===== src/vpag_pkg.sv =====
// Types, constants and the broadcast mode table shared by the pixel aspect guess block.
package vpag_pkg;

  localparam int CSIZE_W = 12;
  localparam int SSIZE_W = 14;
  localparam int ASP_W   = 16;
  localparam int NUM_W   = 17;
  localparam int DEN_W   = 16;
  localparam int PROD_W  = 30;
  localparam int NFAC_W  = 7;
  localparam int DFAC_W  = 5;
  localparam int KCON_W  = 13;

  localparam logic [KCON_W-1:0] NUM_625 = 13'd128;
  localparam logic [KCON_W-1:0] DEN_625 = 13'd117;
  localparam logic [KCON_W-1:0] NUM_525 = 13'd4320;
  localparam logic [KCON_W-1:0] DEN_525 = 13'd4739;

  localparam logic [ASP_W-1:0] M1_DEN_NARROW_525 = 16'd11;
  localparam logic [ASP_W-1:0] M1_DEN_NARROW_625 = 16'd54;
  localparam logic [ASP_W-1:0] M1_DEN_WIDE_525   = 16'd27;
  localparam logic [ASP_W-1:0] M1_DEN_WIDE_625   = 16'd45;

  typedef enum logic [1:0] {
    MODE_NONE = 2'd0,
    MODE_625  = 2'd1,
    MODE_525  = 2'd2
  } mode_code_t;

  typedef enum logic [1:0] {
    WF_ONE = 2'd0,
    WF_4_3 = 2'd1,
    WF_3_2 = 2'd2
  } wfac_t;

  typedef struct packed {
    logic       hit;
    logic       h576;
    logic [1:0] pw_sh;
    logic [1:0] ph_sh;
    wfac_t      wfac;
  } mode_info_t;

  typedef struct packed {
    logic              reject;
    logic              h576;
    logic [1:0]        pw_sh;
    logic [1:0]        ph_sh;
    wfac_t             wfac;
    logic              mpeg2;
    logic              wide1;
    logic [PROD_W-1:0] lhs;
    logic [PROD_W-1:0] rhs;
    logic [ASP_W-1:0]  an;
    logic [ASP_W-1:0]  ad;
  } work_t;

  // Shift counts give the doubling that brings height to 480 or more and width above 352.
  function automatic mode_info_t match_mode(input logic [CSIZE_W-1:0] cw,
                                            input logic [CSIZE_W-1:0] ch);
    mode_info_t m;
    m = '{hit: 1'b0, h576: 1'b0, pw_sh: 2'd0, ph_sh: 2'd0, wfac: WF_ONE};
    unique case ({cw, ch})
      {12'd720, 12'd576}: m = '{1'b1, 1'b1, 2'd0, 2'd0, WF_ONE};
      {12'd704, 12'd576}: m = '{1'b1, 1'b1, 2'd0, 2'd0, WF_ONE};
      {12'd544, 12'd576}: m = '{1'b1, 1'b1, 2'd0, 2'd0, WF_4_3};
      {12'd528, 12'd576}: m = '{1'b1, 1'b1, 2'd0, 2'd0, WF_4_3};
      {12'd480, 12'd576}: m = '{1'b1, 1'b1, 2'd0, 2'd0, WF_3_2};
      {12'd352, 12'd576}: m = '{1'b1, 1'b1, 2'd1, 2'd0, WF_ONE};
      {12'd352, 12'd288}: m = '{1'b1, 1'b1, 2'd1, 2'd1, WF_ONE};
      {12'd176, 12'd144}: m = '{1'b1, 1'b1, 2'd2, 2'd2, WF_ONE};
      {12'd720, 12'd486}: m = '{1'b1, 1'b0, 2'd0, 2'd0, WF_ONE};
      {12'd704, 12'd486}: m = '{1'b1, 1'b0, 2'd0, 2'd0, WF_ONE};
      {12'd720, 12'd480}: m = '{1'b1, 1'b0, 2'd0, 2'd0, WF_ONE};
      {12'd704, 12'd480}: m = '{1'b1, 1'b0, 2'd0, 2'd0, WF_ONE};
      {12'd544, 12'd480}: m = '{1'b1, 1'b0, 2'd0, 2'd0, WF_4_3};
      {12'd528, 12'd480}: m = '{1'b1, 1'b0, 2'd0, 2'd0, WF_4_3};
      {12'd480, 12'd480}: m = '{1'b1, 1'b0, 2'd0, 2'd0, WF_3_2};
      {12'd352, 12'd480}: m = '{1'b1, 1'b0, 2'd1, 2'd0, WF_ONE};
      {12'd352, 12'd240}: m = '{1'b1, 1'b0, 2'd1, 2'd1, WF_ONE};
      default:            m = '{1'b0, 1'b0, 2'd0, 2'd0, WF_ONE};
    endcase
    return m;
  endfunction

endpackage


===== src/video_pixel_aspect_guess.sv =====
// Top level of the pixel aspect guess block: front stage, queue and back stage.
//
//  Channel | Direction | Handshake            | Payload
//  in_     | input     | in_tvalid/in_tready  | in_tdata 88 bits, in_tuser 1 bit
//  out_    | output    | out_tvalid/out_tready| out_tdata 40 bits, out_tuser 2 bits
//
// One item is accepted every cycle while the output is not stalled.
// Each item passes through the front register, one slot of the two-entry queue and the result register.
// Reset is synchronous and active low; it empties all stages, and no clearing pass follows.
// A stall at the output fills the result register, then the queue and then the front register
// before in_tready drops, so four items can be in flight.
module video_pixel_aspect_guess (
  input  logic        clk,
  input  logic        rst_n,
  input  logic        in_tvalid,
  output logic        in_tready,
  // coded_width[11:0], coded_height[23:12], shown_width[37:24], shown_height[51:38],
  // aspect_num_in[67:52], aspect_den_in[83:68], zero fill[87:84]
  input  logic [87:0] in_tdata,
  // is_mpeg2[0]
  input  logic        in_tuser,
  output logic        out_tvalid,
  input  logic        out_tready,
  // aspect_num_out[16:0], aspect_den_out[32:17], zero fill[39:33]
  output logic [39:0] out_tdata,
  // mode_code[1:0]
  output logic [1:0]  out_tuser
);

  logic                       push_valid;
  logic                       push_ready;
  vpag_pkg::work_t            push_data;
  logic                       pop_valid;
  logic                       pop_ready;
  vpag_pkg::work_t            pop_data;
  logic [vpag_pkg::NUM_W-1:0] num_out;
  logic [vpag_pkg::DEN_W-1:0] den_out;
  vpag_pkg::mode_code_t       code_out;

  vpag_front u_front (
    .clk           (clk),
    .rst_n         (rst_n),
    .in_valid      (in_tvalid),
    .in_ready      (in_tready),
    .coded_width   (in_tdata[11:0]),
    .coded_height  (in_tdata[23:12]),
    .shown_width   (in_tdata[37:24]),
    .shown_height  (in_tdata[51:38]),
    .aspect_num_in (in_tdata[67:52]),
    .aspect_den_in (in_tdata[83:68]),
    .is_mpeg2      (in_tuser),
    .push_valid    (push_valid),
    .push_ready    (push_ready),
    .push_data     (push_data)
  );

  vpag_queue u_queue (
    .clk        (clk),
    .rst_n      (rst_n),
    .push_valid (push_valid),
    .push_ready (push_ready),
    .push_data  (push_data),
    .pop_valid  (pop_valid),
    .pop_ready  (pop_ready),
    .pop_data   (pop_data)
  );

  vpag_back u_back (
    .clk       (clk),
    .rst_n     (rst_n),
    .pop_valid (pop_valid),
    .pop_ready (pop_ready),
    .pop_data  (pop_data),
    .out_valid (out_tvalid),
    .out_ready (out_tready),
    .num_out   (num_out),
    .den_out   (den_out),
    .code_out  (code_out)
  );

  assign out_tdata = {7'd0, den_out, num_out};
  assign out_tuser = code_out;

endmodule


===== src/vpag_front.sv =====
// Front stage: accepts headers, matches the mode, checks rejection and forms the 4:3 comparison products.
module vpag_front (
  input  logic                         clk,
  input  logic                         rst_n,
  input  logic                         in_valid,
  output logic                         in_ready,
  input  logic [vpag_pkg::CSIZE_W-1:0] coded_width,
  input  logic [vpag_pkg::CSIZE_W-1:0] coded_height,
  input  logic [vpag_pkg::SSIZE_W-1:0] shown_width,
  input  logic [vpag_pkg::SSIZE_W-1:0] shown_height,
  input  logic [vpag_pkg::ASP_W-1:0]   aspect_num_in,
  input  logic [vpag_pkg::ASP_W-1:0]   aspect_den_in,
  input  logic                         is_mpeg2,
  output logic                         push_valid,
  input  logic                         push_ready,
  output vpag_pkg::work_t              push_data
);

  logic                        valid_r;
  vpag_pkg::work_t             data_r;
  vpag_pkg::work_t             data_nxt;
  vpag_pkg::mode_info_t        mi;
  logic                        size_ok;
  logic                        square;
  logic                        wide1;
  logic [vpag_pkg::ASP_W-1:0]  den_exp;
  logic                        mp1_bad;
  logic [vpag_pkg::SSIZE_W-1:0] cw3;
  logic [vpag_pkg::SSIZE_W-1:0] ch4;

  assign in_ready   = !valid_r || push_ready;
  assign push_valid = valid_r;
  assign push_data  = data_r;

  always_comb begin
    mi      = vpag_pkg::match_mode(coded_width, coded_height);
    size_ok = ({2'b00, coded_width} == shown_width) && ({2'b00, coded_height} == shown_height);
    square  = (aspect_num_in == 16'd1) && (aspect_den_in == 16'd1);
    wide1   = (aspect_den_in == vpag_pkg::M1_DEN_WIDE_525) ||
              (aspect_den_in == vpag_pkg::M1_DEN_WIDE_625);
    if (wide1) begin
      den_exp = mi.h576 ? vpag_pkg::M1_DEN_WIDE_625 : vpag_pkg::M1_DEN_WIDE_525;
    end else begin
      den_exp = mi.h576 ? vpag_pkg::M1_DEN_NARROW_625 : vpag_pkg::M1_DEN_NARROW_525;
    end
    mp1_bad = !is_mpeg2 && ((mi.wfac != vpag_pkg::WF_ONE) || (aspect_den_in != den_exp));
    cw3     = vpag_pkg::SSIZE_W'({2'b00, coded_width} * 14'd3);
    ch4     = {coded_height, 2'b00};

    data_nxt.reject = !mi.hit || square || !size_ok || mp1_bad;
    data_nxt.h576   = mi.h576;
    data_nxt.pw_sh  = mi.pw_sh;
    data_nxt.ph_sh  = mi.ph_sh;
    data_nxt.wfac   = mi.wfac;
    data_nxt.mpeg2  = is_mpeg2;
    data_nxt.wide1  = wide1;
    data_nxt.lhs    = vpag_pkg::PROD_W'(cw3) * vpag_pkg::PROD_W'(aspect_num_in);
    data_nxt.rhs    = vpag_pkg::PROD_W'(ch4) * vpag_pkg::PROD_W'(aspect_den_in);
    data_nxt.an     = aspect_num_in;
    data_nxt.ad     = aspect_den_in;
  end

  always_ff @(posedge clk) begin
    if (!rst_n) begin
      valid_r <= 1'b0;
    end else if (in_ready) begin
      valid_r <= in_valid;
    end
  end

  always_ff @(posedge clk) begin
    if (in_ready && in_valid) begin
      data_r <= data_nxt;
    end
  end

endmodule


===== src/vpag_queue.sv =====
// Two-entry queue that decouples the front stage from the back stage.
module vpag_queue (
  input  logic            clk,
  input  logic            rst_n,
  input  logic            push_valid,
  output logic            push_ready,
  input  vpag_pkg::work_t push_data,
  output logic            pop_valid,
  input  logic            pop_ready,
  output vpag_pkg::work_t pop_data
);

  vpag_pkg::work_t mem_r [2];
  logic            wr_ptr_r;
  logic            rd_ptr_r;
  logic [1:0]      count_r;
  logic            do_push;
  logic            do_pop;

  assign push_ready = (count_r != 2'd2);
  assign pop_valid  = (count_r != 2'd0);
  assign pop_data   = mem_r[rd_ptr_r];
  assign do_push    = push_valid && push_ready;
  assign do_pop     = pop_valid && pop_ready;

  always_ff @(posedge clk) begin
    if (!rst_n) begin
      wr_ptr_r <= 1'b0;
      rd_ptr_r <= 1'b0;
      count_r  <= 2'd0;
    end else begin
      if (do_push) begin
        wr_ptr_r <= !wr_ptr_r;
      end
      if (do_pop) begin
        rd_ptr_r <= !rd_ptr_r;
      end
      if (do_push && !do_pop) begin
        count_r <= count_r + 2'd1;
      end else if (do_pop && !do_push) begin
        count_r <= count_r - 2'd1;
      end
    end
  end

  always_ff @(posedge clk) begin
    if (do_push) begin
      mem_r[wr_ptr_r] <= push_data;
    end
  end

  a_count_range: assert property (@(posedge clk) disable iff (!rst_n)
    count_r != 2'd3)
    else $error("Queue count out of range.");

  a_ptrs_track: assert property (@(posedge clk) disable iff (!rst_n)
    ((count_r == 2'd0) || (count_r == 2'd2)) |-> (wr_ptr_r == rd_ptr_r))
    else $error("Queue pointers disagree with the count.");

endmodule


===== src/vpag_back.sv =====
// Back stage: resolves the wide test, builds the scale factors and registers the result item.
module vpag_back (
  input  logic                        clk,
  input  logic                        rst_n,
  input  logic                        pop_valid,
  output logic                        pop_ready,
  input  vpag_pkg::work_t             pop_data,
  output logic                        out_valid,
  input  logic                        out_ready,
  output logic [vpag_pkg::NUM_W-1:0]  num_out,
  output logic [vpag_pkg::DEN_W-1:0]  den_out,
  output vpag_pkg::mode_code_t        code_out
);

  logic                         valid_r;
  logic [vpag_pkg::NUM_W-1:0]   num_r;
  logic [vpag_pkg::NUM_W-1:0]   num_nxt;
  logic [vpag_pkg::DEN_W-1:0]   den_r;
  logic [vpag_pkg::DEN_W-1:0]   den_nxt;
  vpag_pkg::mode_code_t         code_r;
  vpag_pkg::mode_code_t         code_nxt;
  logic                         wide;
  logic [vpag_pkg::NFAC_W-1:0]  nbase;
  logic [vpag_pkg::NFAC_W-1:0]  nfac;
  logic [vpag_pkg::DFAC_W-1:0]  dbase;
  logic [vpag_pkg::DFAC_W-1:0]  dfac;
  logic [vpag_pkg::KCON_W-1:0]  nk;
  logic [vpag_pkg::KCON_W-1:0]  dk;
  logic [19:0]                  num_full;
  logic [17:0]                  den_full;

  assign pop_ready = !valid_r || out_ready;
  assign out_valid = valid_r;
  assign num_out   = num_r;
  assign den_out   = den_r;
  assign code_out  = code_r;

  always_comb begin
    wide = pop_data.mpeg2 ? (pop_data.lhs > pop_data.rhs) : pop_data.wide1;
    case (pop_data.wfac)
      vpag_pkg::WF_4_3: begin
        nbase = 7'd4;
        dbase = 5'd3;
      end
      vpag_pkg::WF_3_2: begin
        nbase = 7'd3;
        dbase = 5'd2;
      end
      default: begin
        nbase = 7'd1;
        dbase = 5'd1;
      end
    endcase
    nfac = nbase << pop_data.pw_sh;
    dfac = dbase << pop_data.ph_sh;
    if (wide) begin
      nfac = nfac << 2;
      dfac = vpag_pkg::DFAC_W'(dfac * 5'd3);
    end
    nk       = pop_data.h576 ? vpag_pkg::NUM_625 : vpag_pkg::NUM_525;
    dk       = pop_data.h576 ? vpag_pkg::DEN_625 : vpag_pkg::DEN_525;
    num_full = 20'(nfac) * 20'(nk);
    den_full = 18'(dfac) * 18'(dk);
    if (pop_data.reject) begin
      num_nxt  = {1'b0, pop_data.an};
      den_nxt  = pop_data.ad;
      code_nxt = vpag_pkg::MODE_NONE;
    end else begin
      num_nxt  = num_full[vpag_pkg::NUM_W-1:0];
      den_nxt  = den_full[vpag_pkg::DEN_W-1:0];
      code_nxt = pop_data.h576 ? vpag_pkg::MODE_625 : vpag_pkg::MODE_525;
    end
  end

  always_ff @(posedge clk) begin
    if (!rst_n) begin
      valid_r <= 1'b0;
    end else if (pop_ready) begin
      valid_r <= pop_valid;
    end
  end

  always_ff @(posedge clk) begin
    if (pop_ready && pop_valid) begin
      num_r  <= num_nxt;
      den_r  <= den_nxt;
      code_r <= code_nxt;
    end
  end

  a_625_num_scaled: assert property (@(posedge clk) disable iff (!rst_n)
    (valid_r && (code_r == vpag_pkg::MODE_625)) |-> (num_r[6:0] == 7'd0))
    else $error("A 625-line numerator is not a multiple of 128.");

  a_pass_narrow: assert property (@(posedge clk) disable iff (!rst_n)
    (valid_r && (code_r == vpag_pkg::MODE_NONE)) |-> !num_r[vpag_pkg::NUM_W-1])
    else $error("A passed-through numerator exceeds the input width.");

  a_hold_stall: assert property (@(posedge clk) disable iff (!rst_n)
    (valid_r && !out_ready) |=> (valid_r && $stable(num_r) && $stable(den_r)))
    else $error("The result register changed while stalled.");

endmodule


===== config.mk =====
export PLATFORM = sky130hd
export DESIGN_NAME = video_pixel_aspect_guess
export DESIGN_NICKNAME = d
export VERILOG_FILES = /design/src/vpag_pkg.sv /design/src/video_pixel_aspect_guess.sv /design/src/vpag_front.sv /design/src/vpag_queue.sv /design/src/vpag_back.sv
export SDC_FILE = /design/constraint.sdc
export NUM_CORES = 1
export LEC_CHECK = 0
export ABC_AREA = 0
export BUFFER_PORTS_ARGS = -buffer_cell sky130_fd_sc_hd__buf_2
export CORE_MARGIN = 1
export CORE_UTILIZATION = 35
export DETAILED_ROUTE_END_ITERATION = 6
export SETUP_SLACK_MARGIN = 0.05
export SLEW_MARGIN = 5
export SYNTH_ARGS = -nofsm -noshare
export SYNTH_HDL_FRONTEND = slang
export SYNTH_SLANG_ARGS = --single-unit

===== constraint.sdc =====
create_clock -name clk -period 10.5 [get_ports clk]
set_clock_uncertainty 0.15 [all_clocks]
set_input_delay 1.575 -clock clk [delete_from_list [all_inputs] [get_ports clk]]
set_output_delay 1.575 -clock clk [all_outputs]
set_load 0.02 [all_outputs]

* Word level (Yosys, flattened, before mapping)
Memory sizes are Yosys's and may differ from the RTL's. A register that Yosys moved wholly into a read port is not among the register bits.
Index checks and enable logic that the tools add are counted.
** Operators by class
- $mul :: 6
- Reduce and logical (&&, ||, !) cells :: 31
- $lt $le $gt $ge :: 1
- Multiplexer cells :: 20
- $add $sub $neg :: 2
- Equal/unequal tests :: 27
- Shift operators :: 2
** Operators with widths (count)
- 24-bit by 22-bit equality test with 1-bit output (second input constant) :: 10
- 24-bit by 21-bit equality test with 1-bit output (second input constant) :: 6
- 8-bit one-hot mux with 11 select lines :: 1
- 16-bit 2-to-1 mux :: 3
- 16-bit by 1-bit equality test with 1-bit output (second input constant) :: 2
- 30-bit > comparator :: 1
- 14-bit by 16-bit multiplier with 30-bit output :: 1
- 12-bit by 14-bit equality test with 1-bit output :: 2
- 12-bit by 16-bit multiplier with 28-bit output :: 1
- 13-bit 2-to-1 mux :: 2
- 24-bit by 20-bit equality test with 1-bit output (second input constant) :: 1
- 7-bit by 13-bit multiplier with 17-bit output :: 1
- 16-bit by 5-bit equality test with 1-bit output (second input constant) :: 1
- 16-bit by 6-bit equality test with 1-bit output (second input constant) :: 1
- 5-bit by 13-bit multiplier with 16-bit output :: 1
- 16-bit != test :: 1
- 12-bit by 2-bit multiplier with 14-bit output (second input constant) :: 1
- 6-bit 2-to-1 mux :: 2
- 1-bit logical NOT :: 9
- 1-bit logical AND :: 8
- 1-bit logical OR :: 7
- 7-bit 2-to-1 mux :: 1
- 3-bit by 2-bit left shift with 7-bit output :: 1
- 2-bit 2-to-1 mux :: 3
- 14 further kinds :: 22
** Storage, ports and cells
- Output and inout port bits :: 44
- Logic and storage cells :: 110
- Memory bits (writable) :: 200
- Input bits :: 93
- Flip-flop bits (word level) :: 141
- Memories kept :: 1
** Memory list
- u_queue.mem_r :: words 2, width 100, read ports 1, clocked after memory_dff 1, wr ports 1, RTL line vpag_queue.sv:13 : vpag_pkg::work_t mem_r [2];

* Longest topological paths before layout
- Word-level depth :: 9
- Gate-level depth with buffers :: 34
- Gate-level depth less buffers :: 33

* Modules after synthesis
Synthesis repeated with hierarchy kept, for this count alone.
** Second synthesis, totals
- Cell total of the unflattened synthesis :: 2817
- Area total of the unflattened synthesis :: 30850.8 um^2
** By module, submodules not included
- vpag_front :: cells an instance 1969, area each 18489.0 um^2, sequential area each 2992.9 um^2, instances 1
- vpag_queue :: cells an instance 341, area each 7624.8 um^2, sequential area each 6226.0 um^2, instances 1
- vpag_back :: cells an instance 499, area each 4680.7 um^2, sequential area each 1071.0 um^2, instances 1
- video_pixel_aspect_guess :: cells an instance 8, area each 56.3 um^2, sequential area each 0.0 um^2, instances 1

* Worst setup path after synthesis
No wires, ideal clock.
- Path type :: input-to-reg
- Start :: in in_tdata[0]
- End :: reg u_front.data_r (netlist bit u_front.push_data[90]) (data pin)
- Library setup time :: 0.258 ns
- Required time :: 10.092 ns
- Data arrival time :: 8.372 ns
- Slack :: 1.721 ns
- Path buffers :: 1
- Stages :: 32
- Path through :: ha_1 -> inv_1 -> fa_1 -> nor2b_1 -> o21ai_1 -> a21boi_1 -> o21ai_1 -> a21boi_1 -> o21ai_1 -> and2_1 -> xnor2_1 -> buf_2 -> nand2_1 -> fa_1 -> fa_1 -> inv_1 -> fa_1 -> fa_1 -> fa_1 -> inv_1 -> fa_1 -> inv_1 -> ha_1 -> nand3_1 -> nor2_1 -> a31o_1 -> a311o_1 -> o221ai_1 -> a21oi_1 -> a21o_1 -> a21oi_1 -> xnor2_1
** RTL lines
- start, declared :: RTL line video_pixel_aspect_guess.sv:19 : input logic [87:0] in_tdata,
- end signal, assigned :: RTL line vpag_front.sv:73 : data_r <= data_nxt;
- end, declared :: RTL line vpag_front.sv:20 : vpag_pkg::work_t data_r;

==> flow_results.xml <==
<?xml version="1.0" encoding="UTF-8"?>
<metrics>
  <group name="finish">
    <metric name="antenna-diode-count" unit="">0</metric>
    <metric name="most_frequent_standard_cell_in_the_layout_excluding_fill_and_tap_cells" unit="">sky130_fd_sc_hd__inv_1</metric>
    <metric name="layout-drive-gt1-share" unit="">0.0953</metric>
    <metric name="areaGrowthSynthToFinish" unit="%">10.1</metric>
    <metric name="most-common-layout-cells" unit="">393 x sky130_fd_sc_hd__inv_1, 332 x sky130_fd_sc_hd__edfxtp_1, 328 x sky130_fd_sc_hd__nand2_1, 328 x sky130_fd_sc_hd__fa_1, 284 x sky130_fd_sc_hd__ha_1</metric>
    <metric name="nets" unit="">3426</metric>
  </group>
  <group name="critical_path">
    <metric name="cp-start-kind" unit="">input pin</metric>
    <metric name="worst-r2r-cell-count" unit="">31</metric>
    <metric name="cp_num_cells" unit="">31</metric>
    <metric name="timing.critical_path.slowest_stage_cell" unit="">sky130_fd_sc_hd__fa_1</metric>
    <metric name="crit-reg2reg-capture" unit="">u_back.den_out[15]</metric>
    <metric name="worst-endpoint-arrival" unit="ns">9.50</metric>
    <metric name="cp_max_stage_delay" unit="ns">0.52</metric>
    <metric name="launching_element_of_the_worst_setup_path" unit="">in_tdata[0]</metric>
    <metric name="timing.reg2reg.setup_slack" unit="ns">2.19</metric>
    <metric name="worstPathBufferInverterCount" unit="">4</metric>
    <metric name="cp_data_required_time" unit="ns">10.63</metric>
    <metric name="critPathCaptureType" unit="">register</metric>
    <metric name="kind_of_cell_with_the_highest_combined_delay_on_the_critical_path" unit="">adder cells</metric>
    <metric name="crit_top_cell" unit="">sky130_fd_sc_hd__fa_1</metric>
    <metric name="critical_path_class" unit="">input pin to register</metric>
    <metric name="timing.critical_path.to" unit="">u_front.push_data[90]</metric>
    <metric name="timing.critical_path.fanout_max" unit="">19</metric>
  </group>
  <group name="cts">
    <metric name="cts_buffers" unit="">38</metric>
    <metric name="clock_tree_root_buffer_cell" unit="">sky130_fd_sc_hd__clkbuf_16</metric>
    <metric name="clock_sink_count" unit="">339</metric>
    <metric name="clkLatencyLatePin" unit="ns">0.55</metric>
    <metric name="post_cts_buffers" unit="">0</metric>
    <metric name="path_clk_slew" unit="ns">0.06</metric>
    <metric name="htree_levels" unit="">2</metric>
    <metric name="clock_path_buffers" unit="">3</metric>
    <metric name="post_cts_resize_count" unit="">0</metric>
    <metric name="cts-hold-fix-buffers" unit="">0</metric>
    <metric name="tritoncts" unit="">yes</metric>
  </group>
  <group name="logic_synthesis">
    <metric name="synthesis.instances" unit="">2630</metric>
    <metric name="yosys_warnings" unit="">0</metric>
    <metric name="yosysUniqueCellTypes" unit="">80</metric>
    <metric name="post_syn_area" unit="µm²">29300</metric>
    <metric name="synth_largest_type_area_fraction" unit="">0.340</metric>
    <metric name="synth.area.top_cells" unit="">sky130_fd_sc_hd__edfxtp_1 34%, sky130_fd_sc_hd__fa_1 22%, sky130_fd_sc_hd__ha_1 12%</metric>
    <metric name="yosys.area.top_type" unit="">sky130_fd_sc_hd__edfxtp_1</metric>
    <metric name="ys.flop_type" unit="">sky130_fd_sc_hd__edfxtp_1</metric>
    <metric name="postSynthRegisterBits" unit="">339</metric>
    <metric name="postSynthAreaPerCell" unit="µm²">11.1</metric>
    <metric name="post_synth_edffs" unit="">332</metric>
    <metric name="async_reset_ff_frac" unit="">0</metric>
    <metric name="yosysSeqAreaShare" unit="">0.345</metric>
  </group>
  <group name="place">
    <metric name="detailedPlace.worstSlack" unit="ns">0.622</metric>
    <metric name="place.gp.congestion" unit="">0.861</metric>
    <metric name="detailed_place_hpwl" unit="mm">50.9</metric>
    <metric name="portBuffers" unit="">125</metric>
  </group>
  <group name="routing">
    <metric name="post_detailed_route_wirelength_per_cell" unit="µm">17.4</metric>
    <metric name="detail_route.drc_violations" unit="">0</metric>
    <metric name="antenna_left" unit="">0</metric>
    <metric name="dr.pass1.iters" unit="">5</metric>
    <metric name="vias" unit="">18800</metric>
    <metric name="avgViaCountPerCell" unit="">4.91</metric>
    <metric name="drt-total-wl" unit="mm">66.3</metric>
    <metric name="dr.first_iter.drc_count" unit="">991</metric>
  </group>
  <group name="floorplan">
    <metric name="dieHeight" unit="µm">291</metric>
    <metric name="overall_die_area" unit="µm²">84900</metric>
    <metric name="core-area" unit="µm²">82500</metric>
    <metric name="chipWidth" unit="µm">291</metric>
    <metric name="floorplan.initialDensity" unit="">0.355</metric>
    <metric name="io-pin-count" unit="">137</metric>
    <metric name="placement_rows" unit="">105</metric>
  </group>
  <group name="timing">
    <metric name="maxSlewHeadroom" unit="">0.135</metric>
    <metric name="final_max_slew_viols" unit="">0</metric>
    <metric name="layout_min_cycle_time" unit="ns">9.37</metric>
    <metric name="post-route-period-util" unit="">0.893</metric>
    <metric name="post-route-worst-setup-slack" unit="ns">1.13</metric>
    <metric name="worst-slew-pin-transition" unit="ns">1.29</metric>
    <metric name="max_clock_freq" unit="MHz">107</metric>
    <metric name="final-setup-viol-count" unit="">0</metric>
    <metric name="grt_setup_unrepaired" unit="">false</metric>
    <metric name="timing.setup.tns" unit="ns">0</metric>
    <metric name="finalHoldViolCount" unit="">0</metric>
  </group>
  <group name="global_routing">
    <metric name="global_route.usage.total" unit="">0.161</metric>
    <metric name="first_global_vias" unit="">19500</metric>
    <metric name="initial_antenna_violation_count" unit="">7</metric>
    <metric name="gr-total-overflow" unit="">0</metric>
    <metric name="grt_start_max_net_pins" unit="">78</metric>
    <metric name="grt_pass1_wl" unit="mm">107</metric>
  </group>
  <group name="run">
    <metric name="cap_violations" unit="">0</metric>
  </group>
  <group name="status">
    <metric name="run_status" unit="">complete, no violations</metric>
  </group>
  <group name="hold_path">
    <metric name="hold_path_depth" unit="">0</metric>
    <metric name="min-delay-path-class" unit="">register to register</metric>
  </group>
</metrics>
cells in the mapped netlist (all sizes together), types with 3 or more instances:
cell type    n
or2          7
a21oi       72
or4          4
nor2        76
nand3       18
clkbuf      77
o21ai       59
edfxtp     332
buf         25
o21bai       8
a211oi      13
a221oi       5
o31ai        3
o21a        10
nand4       18
ha         284
a211o        5
xor2        47
a21boi      17
o22ai        3
inv        393
fa         328
o41ai        4
nor4        16
a31oi        7
nand2      328
nor2b       15
o211ai       8
and3        11
and2       150
nor3b        4
xnor2       61
mux2        32
a21o        31
nand2b      24
dfxtp        7
or3          6
nor3        17
a31o         5
mux2i       66
registers in the layout, summed over array words and instances, names as in the netlist, 2 cells and up, named ones only:
signal             count
u_front.push_data     99
u_back.num_out        17
u_queue.mem_r        198
u_back.code_out        2
u_back.den_out        16
u_queue.count_r        2
layer usage:
layer	wire length (µm)	GRT usage	up-vias
li1	-	-	8864
met1	29500	0.215	9425
met2	31800	0.270	391
met3	3730	0.0303	68
met4	1210	0.0370	10
met5	59	0	-
logic make-up after synthesis:
| logic type | Yosys count | share of synthesized area |
|---|---|---|
| AND/OR/NAND/NOR | 701 | 0.115 |
| adder cells (fa/ha/maj) | 612 | 0.345 |
| buffers and inverters | 495 | 0.0649 |
| flip-flops | 339 | 0.345 |
| AO/OA/AOI/OAI | 275 | 0.0627 |
| XOR/XNOR | 108 | 0.0323 |
| multiplexers | 98 | 0.0352 |
| other | 2 | 0.000256 |
worst min path at each step:
stage	start	to	slack, ns
finish	u_front.push_data[41]	u_queue.mem_r[0][39]	0.28
global route	u_front.push_data[66]	u_queue.mem_r[1][64]	0.29
CTS	u_front.push_data[66]	u_queue.mem_r[0][64]	0.28
detailed placement	u_front.push_data[77]	u_queue.mem_r[0][75]	0.28
global placement	u_front.push_data[93]	u_queue.mem_r[1][91]	0.27
floorplan	u_front.push_data[0]	u_queue.mem_r[0][0]	0.27
metrics by stage:
| stage | utilization | instance area [µm²] | cells | hold WS [ns] |
|---|---|---|---|---|
| 3_3_place_gp | 0.377 | 31100 | 3751 | 0.272 |
| 4_1_cts | 0.391 | 32300 | 3819 | 0.279 |
| 3_5_place_dp | 0.377 | 31100 | 3751 | 0.279 |
| 2_1_floorplan | - | 29300 | 2637 | 0.271 |
| 6_report | 0.391 | 32300 | 3819 | 0.284 |
| 5_1_grt | 0.391 | 32300 | 3819 | 0.293 |
cell type report:
class | instances | area [µm²]
Fill cell | 8038 | 50200
Multi-Input combinational cell | 1803 | 17400
Sequential cell | 339 | 10100
Inverter | 393 | 1480
Tap cell | 1070 | 1340
Clock buffer | 48 | 1010
Timing Repair Buffer | 146 | 783
Clock inverter | 20 | 189
worst register-to-register path, delay by kind of cell, from the launching register on:
family / cells / cell delay [ns]
and+or+nand+nor: 4 / 0.81
buffers and inverters: 6 / 0.89
adders and majority gates: 6 / 2.36
AOI/OAI and AO/OA: 12 / 2.15
DFF: 1 / 0.79
muxes: 2 / 0.69
xor gates and xnor gates: 1 / 0.16
Power is not shown: default switching activity piles up to over one toggle a cycle in this logic, so the estimate is an artifact.
